`config.mk`:
```
export PLATFORM = sky130hd
export DESIGN_NAME = keyed_table_lru_timestamp_evict
export DESIGN_NICKNAME = d
export VERILOG_FILES = /design/src/klte_pkg.sv /design/src/klte_ctrl.sv /design/src/klte_dpath.sv /design/src/keyed_table_lru_timestamp_evict.sv
export SDC_FILE = /design/constraint.sdc
export NUM_CORES = 1
export LEC_CHECK = 0
export ABC_AREA = 0
export ABC_CLOCK_PERIOD_IN_PS = 10500
export BUFFER_PORTS_ARGS = -buffer_cell sky130_fd_sc_hd__buf_2
export CORE_UTILIZATION = 40
export DETAILED_ROUTE_END_ITERATION = 10
export PLACE_DENSITY = 0.56
export SYNTH_ARGS = -nofsm -noshare
export SYNTH_HDL_FRONTEND = slang
export SYNTH_SLANG_ARGS = --single-unit
```
`constraint.sdc`:
```
create_clock -name clock -period 10.5 [get_ports clock]
set_input_delay 0.525 -clock clock [delete_from_list [all_inputs] [get_ports clock]]
set_output_delay 0.525 -clock clock [all_outputs]
set_load 0.02 [all_outputs]
```
`src/klte_pkg.sv`:
```
// Shared constants, types and control structs for the LRU key table.
package klte_pkg;

   localparam int ENTRIES   = 16;
   localparam int KEY_BITS  = 32;
   localparam int IDX_BITS  = $clog2(ENTRIES);
   localparam int FILL_BITS = $clog2(ENTRIES + 1);
   localparam int TIME_BITS = 48;

   typedef logic [IDX_BITS-1:0]  idx_type;
   typedef logic [FILL_BITS-1:0] fill_type;
   typedef logic [KEY_BITS-1:0]  key_type;
   typedef logic [TIME_BITS-1:0] time_type;

   typedef enum logic [1:0] {
      OUT_IGNORED  = 2'd0,
      OUT_SEEN     = 2'd1,
      OUT_ADDED    = 2'd2,
      OUT_REPLACED = 2'd3
   } outcome_type;

   // Commands from the controller to the datapath.
   typedef struct packed {
      logic start;   // capture the accepted request and reset the scan
      logic issue;   // read the next table entry
      logic commit;  // update the table and load the response register
   } cmd_type;

   // Status from the datapath to the controller.
   typedef struct packed {
      logic skip_scan;   // empty key or empty table: nothing to scan
      logic last_issue;  // the entry read now is the last filled one
   } status_type;

endpackage

```
`src/klte_ctrl.sv`:
```
// Controller state machine that sequences the table scan and the response.
module klte_ctrl (
   input  logic                clock,
   input  logic                reset,
   input  logic                req_valid,
   output logic                req_ready,
   output logic                rsp_valid,
   input  logic                rsp_ready,
   input  klte_pkg::status_type status,
   output klte_pkg::cmd_type    cmd
);
   import klte_pkg::*;

   typedef enum logic [1:0] {
      ST_IDLE,
      ST_ISSUE,
      ST_DRAIN,
      ST_COMMIT
   } state_type;

   state_type state_ff, state_in;
   logic      rsp_valid_ff, rsp_valid_in;
   logic      rsp_free;

   assign rsp_free  = !rsp_valid_ff || rsp_ready;
   assign req_ready = (state_ff == ST_IDLE);
   assign rsp_valid = rsp_valid_ff;

   always_comb begin
      state_in   = state_ff;
      cmd.start  = 1'b0;
      cmd.issue  = 1'b0;
      cmd.commit = 1'b0;
      unique case (state_ff)
         ST_IDLE: begin
            if (req_valid) begin
               cmd.start = 1'b1;
               state_in  = ST_ISSUE;
            end
         end
         ST_ISSUE: begin
            if (status.skip_scan) begin
               state_in = ST_COMMIT;
            end else begin
               cmd.issue = 1'b1;
               if (status.last_issue) begin
                  state_in = ST_DRAIN;
               end
            end
         end
         ST_DRAIN: begin
            state_in = ST_COMMIT;
         end
         ST_COMMIT: begin
            if (rsp_free) begin
               cmd.commit = 1'b1;
               state_in   = ST_IDLE;
            end
         end
         default: state_in = ST_IDLE;
      endcase
   end

   always_comb begin
      if (cmd.commit) begin
         rsp_valid_in = 1'b1;
      end else if (rsp_ready) begin
         rsp_valid_in = 1'b0;
      end else begin
         rsp_valid_in = rsp_valid_ff;
      end
   end

   always_ff @(posedge clock) begin
      if (reset) begin
         state_ff     <= ST_IDLE;
         rsp_valid_ff <= 1'b0;
      end else begin
         state_ff     <= state_in;
         rsp_valid_ff <= rsp_valid_in;
      end
   end

`ifndef SYNTHESIS
   a_commit_no_overwrite: assert property (@(posedge clock) disable iff (reset)
      cmd.commit |-> (!rsp_valid_ff || rsp_ready))
      else $error("response register overwritten while still pending");

   a_rsp_from_commit: assert property (@(posedge clock) disable iff (reset)
      $rose(rsp_valid_ff) |-> $past(cmd.commit))
      else $error("response became valid without a commit");

   a_no_issue_on_skip: assert property (@(posedge clock) disable iff (reset)
      cmd.issue |-> !status.skip_scan)
      else $error("table read issued for a request that needs no scan");
`endif

endmodule

```
`src/klte_dpath.sv`:
```
// Datapath: key/time table memories, scan compare, eviction choice and response.
module klte_dpath (
   input  logic                   clock,
   input  logic                   reset,
   input  logic [31:0]            req_name_key,
   input  logic                   req_name_empty,
   input  logic [47:0]            req_now_ms,
   input  klte_pkg::cmd_type      cmd,
   output klte_pkg::status_type   status,
   output logic [1:0]             rsp_outcome,
   output logic [3:0]             rsp_slot_index,
   output logic [4:0]             rsp_occupied_count
);
   import klte_pkg::*;

   key_type  key_mem_ff  [ENTRIES];
   time_type time_mem_ff [ENTRIES];

   key_type  key_ff;
   logic     empty_ff;
   time_type now_ff;

   fill_type fill_ff, fill_in;
   idx_type  issue_idx_ff;
   logic     cmp_valid_ff;
   idx_type  cmp_idx_ff;
   key_type  rd_key_ff;
   time_type rd_time_ff;

   logic     hit_ff, hit_in;
   idx_type  hit_slot_ff, hit_slot_in;
   time_type min_time_ff, min_time_in;
   idx_type  min_slot_ff, min_slot_in;

   outcome_type outcome_sel;
   idx_type     slot_sel;
   logic        wr_time, wr_key;

   logic [1:0] rsp_outcome_ff;
   logic [3:0] rsp_slot_ff;
   logic [4:0] rsp_count_ff;

   assign status.skip_scan  = empty_ff || (fill_ff == '0);
   assign status.last_issue = (FILL_BITS'(issue_idx_ff) + FILL_BITS'(1)) == fill_ff;

   // Running search: first matching key, and oldest time with lowest index on ties.
   always_comb begin
      hit_in      = hit_ff;
      hit_slot_in = hit_slot_ff;
      min_time_in = min_time_ff;
      min_slot_in = min_slot_ff;
      if (cmd.start) begin
         hit_in = 1'b0;
      end else if (cmp_valid_ff) begin
         if (!hit_ff && (rd_key_ff == key_ff)) begin
            hit_in      = 1'b1;
            hit_slot_in = cmp_idx_ff;
         end
         if ((cmp_idx_ff == '0) || (rd_time_ff < min_time_ff)) begin
            min_time_in = rd_time_ff;
            min_slot_in = cmp_idx_ff;
         end
      end
   end

   always_comb begin
      outcome_sel = OUT_IGNORED;
      slot_sel    = '0;
      wr_time     = 1'b0;
      wr_key      = 1'b0;
      fill_in     = fill_ff;
      if (cmd.commit && !empty_ff) begin
         wr_time = 1'b1;
         priority if (hit_ff) begin
            outcome_sel = OUT_SEEN;
            slot_sel    = hit_slot_ff;
         end else if (fill_ff < FILL_BITS'(ENTRIES)) begin
            outcome_sel = OUT_ADDED;
            slot_sel    = IDX_BITS'(fill_ff);
            wr_key      = 1'b1;
            fill_in     = fill_ff + FILL_BITS'(1);
         end else begin
            outcome_sel = OUT_REPLACED;
            slot_sel    = min_slot_ff;
            wr_key      = 1'b1;
         end
      end
   end

   always_ff @(posedge clock) begin
      if (reset) begin
         fill_ff      <= '0;
         cmp_valid_ff <= 1'b0;
         hit_ff       <= 1'b0;
      end else begin
         fill_ff      <= fill_in;
         cmp_valid_ff <= cmd.issue;
         hit_ff       <= hit_in;
      end
   end

   always_ff @(posedge clock) begin
      if (cmd.start) begin
         key_ff       <= KEY_BITS'(req_name_key);
         empty_ff     <= req_name_empty;
         now_ff       <= req_now_ms;
         issue_idx_ff <= '0;
      end else if (cmd.issue) begin
         issue_idx_ff <= issue_idx_ff + IDX_BITS'(1);
      end
      if (cmd.issue) begin
         cmp_idx_ff <= issue_idx_ff;
      end
      hit_slot_ff <= hit_slot_in;
      min_time_ff <= min_time_in;
      min_slot_ff <= min_slot_in;
      if (cmd.commit) begin
         rsp_outcome_ff <= outcome_sel;
         rsp_slot_ff    <= 4'(slot_sel);
         rsp_count_ff   <= 5'(fill_in);
      end
   end

   // Table memories: one read port for the scan, one write port for the commit.
   always_ff @(posedge clock) begin
      if (cmd.issue) begin
         rd_key_ff  <= key_mem_ff[issue_idx_ff];
         rd_time_ff <= time_mem_ff[issue_idx_ff];
      end
      if (wr_key) begin
         key_mem_ff[slot_sel] <= key_ff;
      end
      if (wr_time) begin
         time_mem_ff[slot_sel] <= now_ff;
      end
   end

   assign rsp_outcome        = rsp_outcome_ff;
   assign rsp_slot_index     = rsp_slot_ff;
   assign rsp_occupied_count = rsp_count_ff;

`ifndef SYNTHESIS
   a_fill_bounded: assert property (@(posedge clock) disable iff (reset)
      fill_ff <= FILL_BITS'(ENTRIES))
      else $error("fill count exceeds table size");

   a_hit_in_range: assert property (@(posedge clock) disable iff (reset)
      hit_ff |-> (FILL_BITS'(hit_slot_ff) < fill_ff))
      else $error("matched slot lies beyond the filled part of the table");

   a_commit_after_drain: assert property (@(posedge clock) disable iff (reset)
      cmd.commit |-> !cmp_valid_ff)
      else $error("commit while a table compare is still outstanding");
`endif

endmodule

```
`src/keyed_table_lru_timestamp_evict.sv`:
```
// Top level of the LRU key table: a controller and a datapath joined by command and status.
// An accepted request is scanned one table entry per cycle up to the table fill (0 to 16);
// an empty key or an empty table skips the scan. A held response delays the commit.
// Requests are taken one at a time, in IDLE only; the scan runs over the single read port
// of the key and timestamp memories.
// Reset clears the fill count and all control state; table contents stay undefined.
module keyed_table_lru_timestamp_evict (
   input  logic        clock,
   input  logic        reset,
   input  logic        req_valid,
   output logic        req_ready,
   input  logic [31:0] req_name_key,
   input  logic        req_name_empty,
   input  logic [47:0] req_now_ms,
   output logic        rsp_valid,
   input  logic        rsp_ready,
   output logic [1:0]  rsp_outcome,
   output logic [3:0]  rsp_slot_index,
   output logic [4:0]  rsp_occupied_count
);
   import klte_pkg::*;

   // The controller walks IDLE, ISSUE, DRAIN and COMMIT. In ISSUE it reads one table
   // entry per cycle up to the current fill; DRAIN lets the last read data be compared.
   cmd_type    cmd;
   status_type status;

   klte_ctrl u_ctrl (
      .clock     (clock),
      .reset     (reset),
      .req_valid (req_valid),
      .req_ready (req_ready),
      .rsp_valid (rsp_valid),
      .rsp_ready (rsp_ready),
      .status    (status),
      .cmd       (cmd)
   );

   // The datapath holds the request, the memories, the running match and oldest-entry
   // search, and the response register. The response register lets a new request be
   // taken while the previous response still waits for the consumer.
   klte_dpath u_dpath (
      .clock              (clock),
      .reset              (reset),
      .req_name_key       (req_name_key),
      .req_name_empty     (req_name_empty),
      .req_now_ms         (req_now_ms),
      .cmd                (cmd),
      .status             (status),
      .rsp_outcome        (rsp_outcome),
      .rsp_slot_index     (rsp_slot_index),
      .rsp_occupied_count (rsp_occupied_count)
   );

endmodule
```
# [Yosys cells after proc, flatten, opt, wreduce, memory -nomap -nowiden]
# Memories as Yosys holds them, arrays and structs flattened. A register that Yosys moved wholly into a read port is not among the register bits.
# Cells that the tools add are included.
[op_classes] n_addsub=3 mul=0 div=0 magnitude_cmp=2 eq_ne=8 shift=0 n_mux=28 n_bitwise=2 reduce_logical=18
[op_table] cell="less-than comparator 48 bit" n=1
[op_table] cell="== test 32 bit" n=1
[op_table] cell="2-to-1 mux 1 bit" n=17
[op_table] cell="2-to-1 mux 5 bit" n=3
[op_table] cell="2-to-1 mux 4 bit" n=3
[op_table] cell="AND reduction 3 bit" n=3
[op_table] cell="2-to-1 mux 2 bit" n=4
[op_table] cell="case mux 2 bit (4 select lines)" n=1
[op_table] cell="adder 4 x 1 -> 5 bit (second input constant)" n=1
[op_table] cell="adder 5 x 1 -> 5 bit (second input constant)" n=1
[op_table] cell="== test 5 bit" n=1
[op_table] cell="zero test 5 bit" n=1
[op_table] cell="less-than comparator 5 bit (second input constant)" n=1
[op_table] cell="adder 4 x 1 -> 4 bit (second input constant)" n=1
[op_table] cell="== test 2 bit (second input constant)" n=2
[op_table] cell="zero test 4 bit" n=1
[op_table] cell="OR reduction 2 bit" n=2
[op_table] cell="zero test 1 bit" n=3
[op_table] cell="logical OR 1 bit" n=3
[op_table] cell="inequality test 3 bit (second input constant)" n=1
[op_table] cell="== test 2 x 1 -> 1 bit (second input constant)" n=1
[op_table] cell="logical AND 1 bit" n=2
[op_table] cell="zero test 2 bit" n=1
[op_table] cell="inequality test 2 x 1 -> 1 bit (second input constant)" n=1
[op_table] cell="4 further kinds" n=5
[word_totals] register_bits=166 latch_bits=0 mem_bits_rw=1280 mem_bits_ro=0 inputBits=85 output_inout_bits=13 wordCells=80 mem_count=2
[memory_table] memory="u_dpath.time_mem_ff" depth=16 width=48 read_ports=1 rd_clocked_by_memory_dff=1 wr=1 line_no="klte_dpath.sv:17" text="time_type time_mem_ff [ENTRIES];"
[memory_table] memory="u_dpath.key_mem_ff" depth=16 width=32 read_ports=1 rd_clocked_by_memory_dff=1 wr=1 line_no="klte_dpath.sv:16" text="key_type key_mem_ff [ENTRIES];"

# [Logic depth before layout (Yosys ltp)]
# Gate-level depths: netlist (run 1).
[logic_depth] ltp_word=8 mapped_depth=9 depth_no_buf=9

# [Modules after synthesis]
# From an unflattened synthesis (run 1), not the netlist that was laid out.
[hier_totals] hier_cells=2372 hier_area_um2=57645.3
[by_module_without_submodules] module="klte_dpath" instances=1 cells_each=2346 area_per_inst_um2=57410.1 seq_area_each_um2=45623.8
[by_module_without_submodules] module="klte_ctrl" instances=1 cells_each=26 area_per_inst_um2=235.2 seq_area_each_um2=60.1

# [Worst setup path before layout (run 1)]
# No wires, ideal clock.
[synth_timing] kind="register -> register" start="reg u_ctrl.state_ff[0]" end="reg u_dpath.min_slot_ff[0] (enable)" setup_time_ns=0.479 arrival_time_ns=5.194 t_required_ns=10.021 path_slack_ns=4.827 path_stages_with_launch=7 n_path_buf=1 synth_period_minus_slack_ns=5.673 path_cell_list="dfxtp_1 > inv_1 > ha_1 > and2_1 > clkbuf_1 > nand2b_1 > a21oi_1"
[synth_rtl] item="start, declared" line_no="klte_ctrl.sv:21" text="state_type state_ff, state_in;"
[synth_rtl] item="start signal, assigned" line_no="klte_ctrl.sv:79" text="state_ff <= state_in;"
[synth_rtl] item="end signal, assigned" line_no="klte_dpath.sv:116" text="min_slot_ff <= min_slot_in;"
[synth_rtl] item="end, declared" line_no="klte_dpath.sv:33" text="idx_type min_slot_ff, min_slot_in;"

==> flow_summary.json, run 1 <==
{
  "status": "completed",
  "p_leak_nw": 20.4,
  "rsz0062_at_grt": "no",
  "arrival_ns": 4.53,
  "finalCriticalPeriod_ns": 4.02,
  "end_kind": "flip-flop",
  "die_h_um": 381,
  "dr.pass1.iters": 5,
  "crit_chain": "buf_12 > buf_4 > mux4_2 > mux4_2",
  "avgSynthCellArea_um2": 24.2,
  "cts_setup_buffers": 0,
  "clk_latency_ns": 0.79,
  "crit_fanout": 104,
  "cts_num_sinks": 1526,
  "maxSlewViolCount": 0,
  "drc": 0,
  "layout-drive-gt1-share_pct": 29.1,
  "ant_nets": 0,
  "path_buf_inv": 2,
  "finalCritPeriodShare_pct": 38.3,
  "worst_pin_slew_ns": 1.30,
  "cts-buffers-inserted": 159,
  "place_congestion": 0.713,
  "io_pins": 98,
  "coreArea_mm2": 0.142,
  "routed_wl_um": 128000,
  "grt_pass1_wl_um": 187000,
  "dp_hpwl_um": 65900,
  "synth_area_mm2": 0.0576,
  "cpMostUsedCell": "mux4_2",
  "vdd_ir_drop_max_mv": 0.146,
  "totalNegativeSetupSlack_ns": 0,
  "critPathKind": "reg2reg",
  "hold_viol": 0,
  "synth_seq_cells": 1526,
  "dpl_worst_slack_ns": 6.37,
  "reg2reg_setup_slack_ns": 6.48,
  "port_buffers": 97,
  "area_growth_pct": 15.6,
  "cts_root_buf": "clkbuf_16",
  "overflow": 0,
  "vias": 25300,
  "clk_path_buf_depth": 3,
  "drt-initial-drc-count": 2097,
  "setup_viol": 0,
  "ys.flop_type": "edfxtp_1",
  "powerDensity_mw_per_mm2": 202,
  "clkTransAtPathRegs_ns": 0.06,
  "cts_tree": "built",
  "synth_cell_types": 48,
  "final.setup_skew_ns": 0.0463,
  "grt_max_degree": 153,
  "cp.depth": 4,
  "critPathLaunchType": "flip-flop",
  "die-area_mm2": 0.145,
  "fp-row-count": 138,
  "start_util_pct": 40.5,
  "rr_worst_depth": 4,
  "cp_slowest_stage_delay_ns": 0.86,
  "nNetsFinal": 2804,
  "whs_path_depth": 2,
  "vias_per_cell": 5.41,
  "layout_setup_ws_ns": 6.48,
  "relSlewSlack_pct": 12.5,
  "yosys_warnings": 0,
  "antenna_found_initial": 3,
  "track_usage_pct": 17.9,
  "ys_seq_area_share_pct": 79.4,
  "ys_async_sr_fraction_pct": 0,
  "wl_per_cell_um": 27.4,
  "drv_cap": 0,
  "synthCells": 2375,
  "htree_levels": 4,
  "max_freq_mhz": 249,
  "synth_edf_count": 1512,
  "worstHoldPathType": "in2reg",
  "crit_slowest_cell": "buf_4",
  "cp_top_family": "buffers and inverters",
  "insertedDiodeCount": 0,
  "synth.net_count": 2513,
  "timing.hold.ws_ns": 0.103,
  "grt_pass1_vias": 26900,
  "die_w_um": 381,
  "cp.required_ns": 11.01
}
[cell type report]
| type | instances | area [um^2] |
|---|---|---|
| Sequential cell | 1526 | 45700 |
| Clock inverter | 88 | 1000 |
| Tap cell | 1890 | 2360 |
| Inverter | 53 | 201 |
| Multi-Input combinational cell | 699 | 11400 |
| Fill cell | 11500 | 75600 |
| Timing Repair Buffer | 227 | 1700 |
| Clock buffer | 194 | 4140 |
[flip-flops by register name, summed over array words and instances, names as in the netlist, 5 cells and up]
register,cells
u_dpath.fill_ff,5
u_dpath.key_ff,32
u_dpath.key_mem_ff,512
u_dpath.min_time_ff,48
u_dpath.now_ff,48
u_dpath.rd_key_ff,32
u_dpath.rd_time_ff,48
u_dpath.rsp_occupied_count,5
u_dpath.time_mem_ff,768
[Yosys cell counts (all sizes together) (2+ instances only)]
library cell	count	area, um^2
a211oi	3	22.5
xor2	24	210
clkbuf	39	146
dfxtp	14	280
mux4	400	9010
nor2	56	210
o21a	2	15.0
ha	53	663
o21ai	14	70.1
and2	3	18.8
mux2i	6	60.1
a21boi	2	15.0
nand4	14	87.6
buf	58	387
nand2b	3	18.8
nor3	4	25.0
or3b	2	17.5
nor3b	2	15.0
nand3	8	40.0
xnor2	19	166
inv	53	199
edfxtp	1512	45400
o211ai	2	15.0
nor2b	9	56.3
a21oi	26	130
a21o	3	22.5
nor4	8	50.1
nand2	23	86.3
[path summary, 6_finish.rpt]
kind                                 from                      end
setup / recovery  u_dpath.issue_idx_ff[0]   u_dpath.rd_time_ff[44]
hold / removal                      reset         u_ctrl.rsp_valid
setup reg to reg  u_dpath.issue_idx_ff[0]   u_dpath.rd_time_ff[44]
hold reg to reg    u_dpath.rd_time_ff[39]  u_dpath.min_time_ff[39]
[stage by stage]
step / cells / power [mW] / utilization (%) / cell area [um^2]
after detailed placement: 4313 / 8.02 / 42.6 / 60500
after floorplan: 2375 / 7.72 / - / 57600
after CTS: 4677 / 13.6 / 46.8 / 66500
after global placement: 4313 / 7.98 / 42.6 / 60500
final: 4677 / 13.4 / 46.8 / 66500
after global routing: 4677 / 13.8 / 46.8 / 66500
[kinds of logic (layout without fill, tap and decap cells)]
kind of cell	after synthesis	after routing	share of synthesized area (%)
buf+inv	150	562	1.27
flops	1526	1526	79.4
simple gates	137	137	1.15
fa+ha+maj	53	53	1.15
compound gates	60	60	0.633
xor+xnor	43	43	0.654
mux	406	406	15.8
[layout by cell type (no fill, tap or decap), types with 3 or more instances in the layout]
cell type	Yosys	final
clkinvlp_4	0	8
clkinv_1	0	26
xnor2_1	19	19
clkbuf_16	0	160
a211oi_1	3	3
clkinv_8	0	5
xor2_1	24	24
o21ai_0	13	13
nor2_1	56	25
mux4_2	400	400
a21o_1	3	3
nor2_4	0	31
inv_1	53	52
edfxtp_1	1512	1512
clkbuf_1	39	33
nor2b_1	9	9
clkinv_16	0	4
clkinv_2	0	22
nor4_1	8	8
dfxtp_1	14	10
bufinv_16	0	15
a21oi_1	26	24
mux2i_1	6	6
buf_12	0	3
buf_2	9	97
nand2b_1	3	3
ha_1	53	53
buf_4	20	45
dfxtp_4	0	4
dlygate4sd3_1	0	82
nand3_1	8	8
inv_6	0	5
nand4_1	14	14
nand2_1	23	23
[metal layers]
layer	global-route usage (%)	up-vias	share of wire (%)
met5	0	-	0
met4	5.15	0	2.3
met3	3.15	184	4.6
met2	29.6	657	50
met1	24.3	13800	43
li1	-	10700	-
[report_power, final]
group,internal (mW),switching [mW]
clock,3.19,2.32
sequential,7.12,0.322
combinational,0.196,0.265
[timing repair]
item,4_1_cts,5_1_grt
hold buffers,82,0
setup endpoints to repair,0,0
resized for setup,0,0
hold endpoints to repair,82,0
Note: power is estimated with default switching activity, not from simulation.
==> run 2, diff against run 1 <==
--- a/config.mk
+++ b/config.mk
@@ -6,11 +6,11 @@
 export NUM_CORES = 1
 export LEC_CHECK = 0
 export ABC_AREA = 0
-export ABC_CLOCK_PERIOD_IN_PS = 10500
+export ABC_CLOCK_PERIOD_IN_PS = 3550
 export BUFFER_PORTS_ARGS = -buffer_cell sky130_fd_sc_hd__buf_2
 export CORE_UTILIZATION = 40
 export DETAILED_ROUTE_END_ITERATION = 10
-export PLACE_DENSITY = 0.56
+export PLACE_DENSITY = 0.58
 export SYNTH_ARGS = -nofsm -noshare
 export SYNTH_HDL_FRONTEND = slang
 export SYNTH_SLANG_ARGS = --single-unit
==> constraint.sdc (replaced) <==
create_clock -name clock -period 3.55 [get_ports clock]
set_input_delay 0.1775 -clock clock [delete_from_list [all_inputs] [get_ports clock]]
set_output_delay 0.1775 -clock clock [all_outputs]
set_load 0.02 [all_outputs]
==> flow_summary.json, run 2 (same netlist as run 1, synthesis figures left out) <==
{
  "final_cells": 4721,
  "cts_tree": "built",
  "grt_pass1_vias": 27100,
  "combPwrFrac_pct": 3.7,
  "worst_pin_slew_ns": 1.21,
  "worstHoldPathType": "in2reg",
  "relSlewSlack_pct": 19.4,
  "dp_hpwl_um": 67900,
  "htree_levels": 4,
  "drt-initial-drc-count": 2174,
  "routed_wl_um": 124000,
  "largest_reg_flops": 768,
  "largestRegisters": "u_dpath.time_mem_ff x768, u_dpath.key_mem_ff x512",
  "rr_worst_depth": 6,
  "fill_cells": 11400,
  "vias": 25300,
  "insertedDiodeCount": 0,
  "finalCritPeriodShare_pct": 93.2,
  "most-common-layout-cells": "1512 x edfxtp_1, 400 x mux4_2, 156 x clkbuf_16",
  "multi_input_area_mm2": 0.0114,
  "area_growth_pct": 17.2,
  "nNetsFinal": 2843,
  "setup_viol": 0,
  "powerDensity_mw_per_mm2": 588,
  "start_util_pct": 40.5,
  "clkTransAtPathRegs_ns": 0.07,
  "hold_viol": 0,
  "final.setup_skew_ns": 0.0614,
  "cts-buffers-inserted": 156,
  "grt_max_degree": 56,
  "drc": 0,
  "reg2reg_to": "u_dpath.hit_slot_ff[0]",
  "clk_latency_ns": 0.79,
  "critPathKind": "reg2reg",
  "largest-register": "u_dpath.time_mem_ff",
  "max_freq_mhz": 302,
  "critPathLaunchType": "flip-flop",
  "maxSlewViolCount": 0,
  "port_buffers": 97,
  "drv_cap": 0,
  "cts_setup_buffers": 0,
  "p_leak_nw": 20.7,
  "fp-row-count": 138,
  "die-area_mm2": 0.145,
  "whs_path_depth": 2,
  "crit_fanout": 17,
  "die_w_um": 381,
  "grt_pass1_wl_um": 182000,
  "layout-drive-gt1-share_pct": 30.0,
  "cp.required_ns": 3.95,
  "power_mw": 39.7,
  "whs_endpoint": "u_dpath.key_ff[5]",
  "intPower_mw": 31.0,
  "vias_per_cell": 5.37,
  "status": "completed",
  "dr.pass1.iters": 6,
  "wl_per_cell_um": 26.2,
  "track_usage_pct": 17.2,
  "final_common_cell": "edfxtp_1",
  "finalCriticalPeriod_ns": 3.31,
  "min_from": "req_name_key[5]",
  "arrival_ns": 3.71,
  "p_clk_share_pct": 40.9,
  "end_kind": "flip-flop",
  "die_h_um": 381,
  "place_congestion": 0.752,
  "io_pins": 98,
  "rsz0062_at_grt": "no",
  "cts_root_buf": "clkbuf_16",
  "cts_num_sinks": 1526,
  "fin_util_pct": 47.5,
  "overflow": 0,
  "swShare_pct": 21.8,
  "ant_nets": 0,
  "coreArea_mm2": 0.142,
  "clk_path_buf_depth": 3,
  "placed_cells": 4353,
  "r2r_start": "u_dpath.key_ff[18]",
  "antenna_found_initial": 0,
  "reg2reg_setup_slack_ns": 0.24,
  "sequentialPowerShare_pct": 55.5,
  "seq_area_mm2": 0.0457,
  "vdd_ir_drop_max_mv": 0.613,
  "p_switching_mw": 8.64
}
[run 2: cell types whose count changed in the layout (fill, tap and decap cells not counted), moves of 4 or more]
cell / before / now
buf_4: 45 / 31
clkinvlp_4: 8 / 3
buf_12: 3 / 57
inv_16: 1 / 5
clkbuf_1: 33 / 28
clkinv_1: 26 / 35
clkinv_2: 22 / 30
clkbuf_16: 160 / 156
[run 2: worst max-delay path by stage]
stage / startpoint / endpoint / slack (ns) / cells after the start
after floorplan: u_ctrl.state_ff[0] / u_dpath.time_mem_ff[13][0] / -0.48 / 6
after global placement: u_dpath.key_ff[18] / u_dpath.hit_slot_ff[0] / 0.35 / 6
after detailed placement: u_dpath.key_ff[29] / u_dpath.hit_slot_ff[0] / 0.20 / 6
after CTS: u_dpath.key_ff[29] / u_dpath.hit_slot_ff[0] / 0.12 / 6
after global routing: u_dpath.key_ff[18] / u_dpath.hit_slot_ff[0] / 0.10 / 6
final: u_dpath.key_ff[18] / u_dpath.hit_slot_ff[0] / 0.24 / 6
[run 2: layout make-up]
cell class | count | share of cell area (%)
Sequential cell | 1526 | 67.8
Multi-Input combinational cell | 699 | 16.9
Clock buffer | 185 | 5.96
Timing Repair Buffer | 269 | 4.00
Tap cell | 1890 | 3.51
Clock inverter | 99 | 1.57
Inverter | 53 | 0.299
[run 2: critical path, cell delays in order (launching register included)]
cell      delay, ns
edfxtp_1       0.63
xor2_1         0.26
nor4_1         0.77
nand4_1        0.19
nor4_1         0.47
nand4_1        0.26
nor2_1         0.34
[run 2: stage by stage]
| step | setup slack (ns) | hold slack [ns] | area [um^2] | TNS, ns |
|---|---|---|---|---|
| 2_1_floorplan | -0.476 | 0.276 | 57600 | -250.79 |
| 3_3_place_gp | 0.351 | 0.354 | 61500 | 0 |
| 3_5_place_dp | 0.204 | 0.356 | 61500 | 0 |
| 4_1_cts | 0.119 | 0.0248 | 67400 | 0 |
| 5_1_grt | 0.103 | 0.0545 | 67400 | 0 |
| 6_report | 0.242 | 0.0984 | 67400 | 0 |
[run 2: metal layers]
layer | up-vias | global-route usage [%] | part of all wire [%]
met2 | 693 | 28.8 | 51
li1 | 10800 | - | -
met1 | 13700 | 23.0 | 42
met3 | 181 | 3.35 | 5.3
met4 | 0 | 4.48 | 1.8
met5 | - | 0 | 0
[run 2: repair_timing]
action,4_1_cts,5_1_grt
hold buffers,84,0
resized for setup,0,0
hold endpoints to repair,91,0
[run 2: power by group through the flow]
stage          registers (mW)  clock network, mW  logic, mW
6_report                 22.0               16.2       1.46
5_1_grt                  22.1               17.2       1.58
4_1_cts                  22.0               16.6       1.51
3_5_place_dp             22.4                  0       1.43
3_3_place_gp             22.3                  0       1.39
2_1_floorplan            22.0                  0      0.829
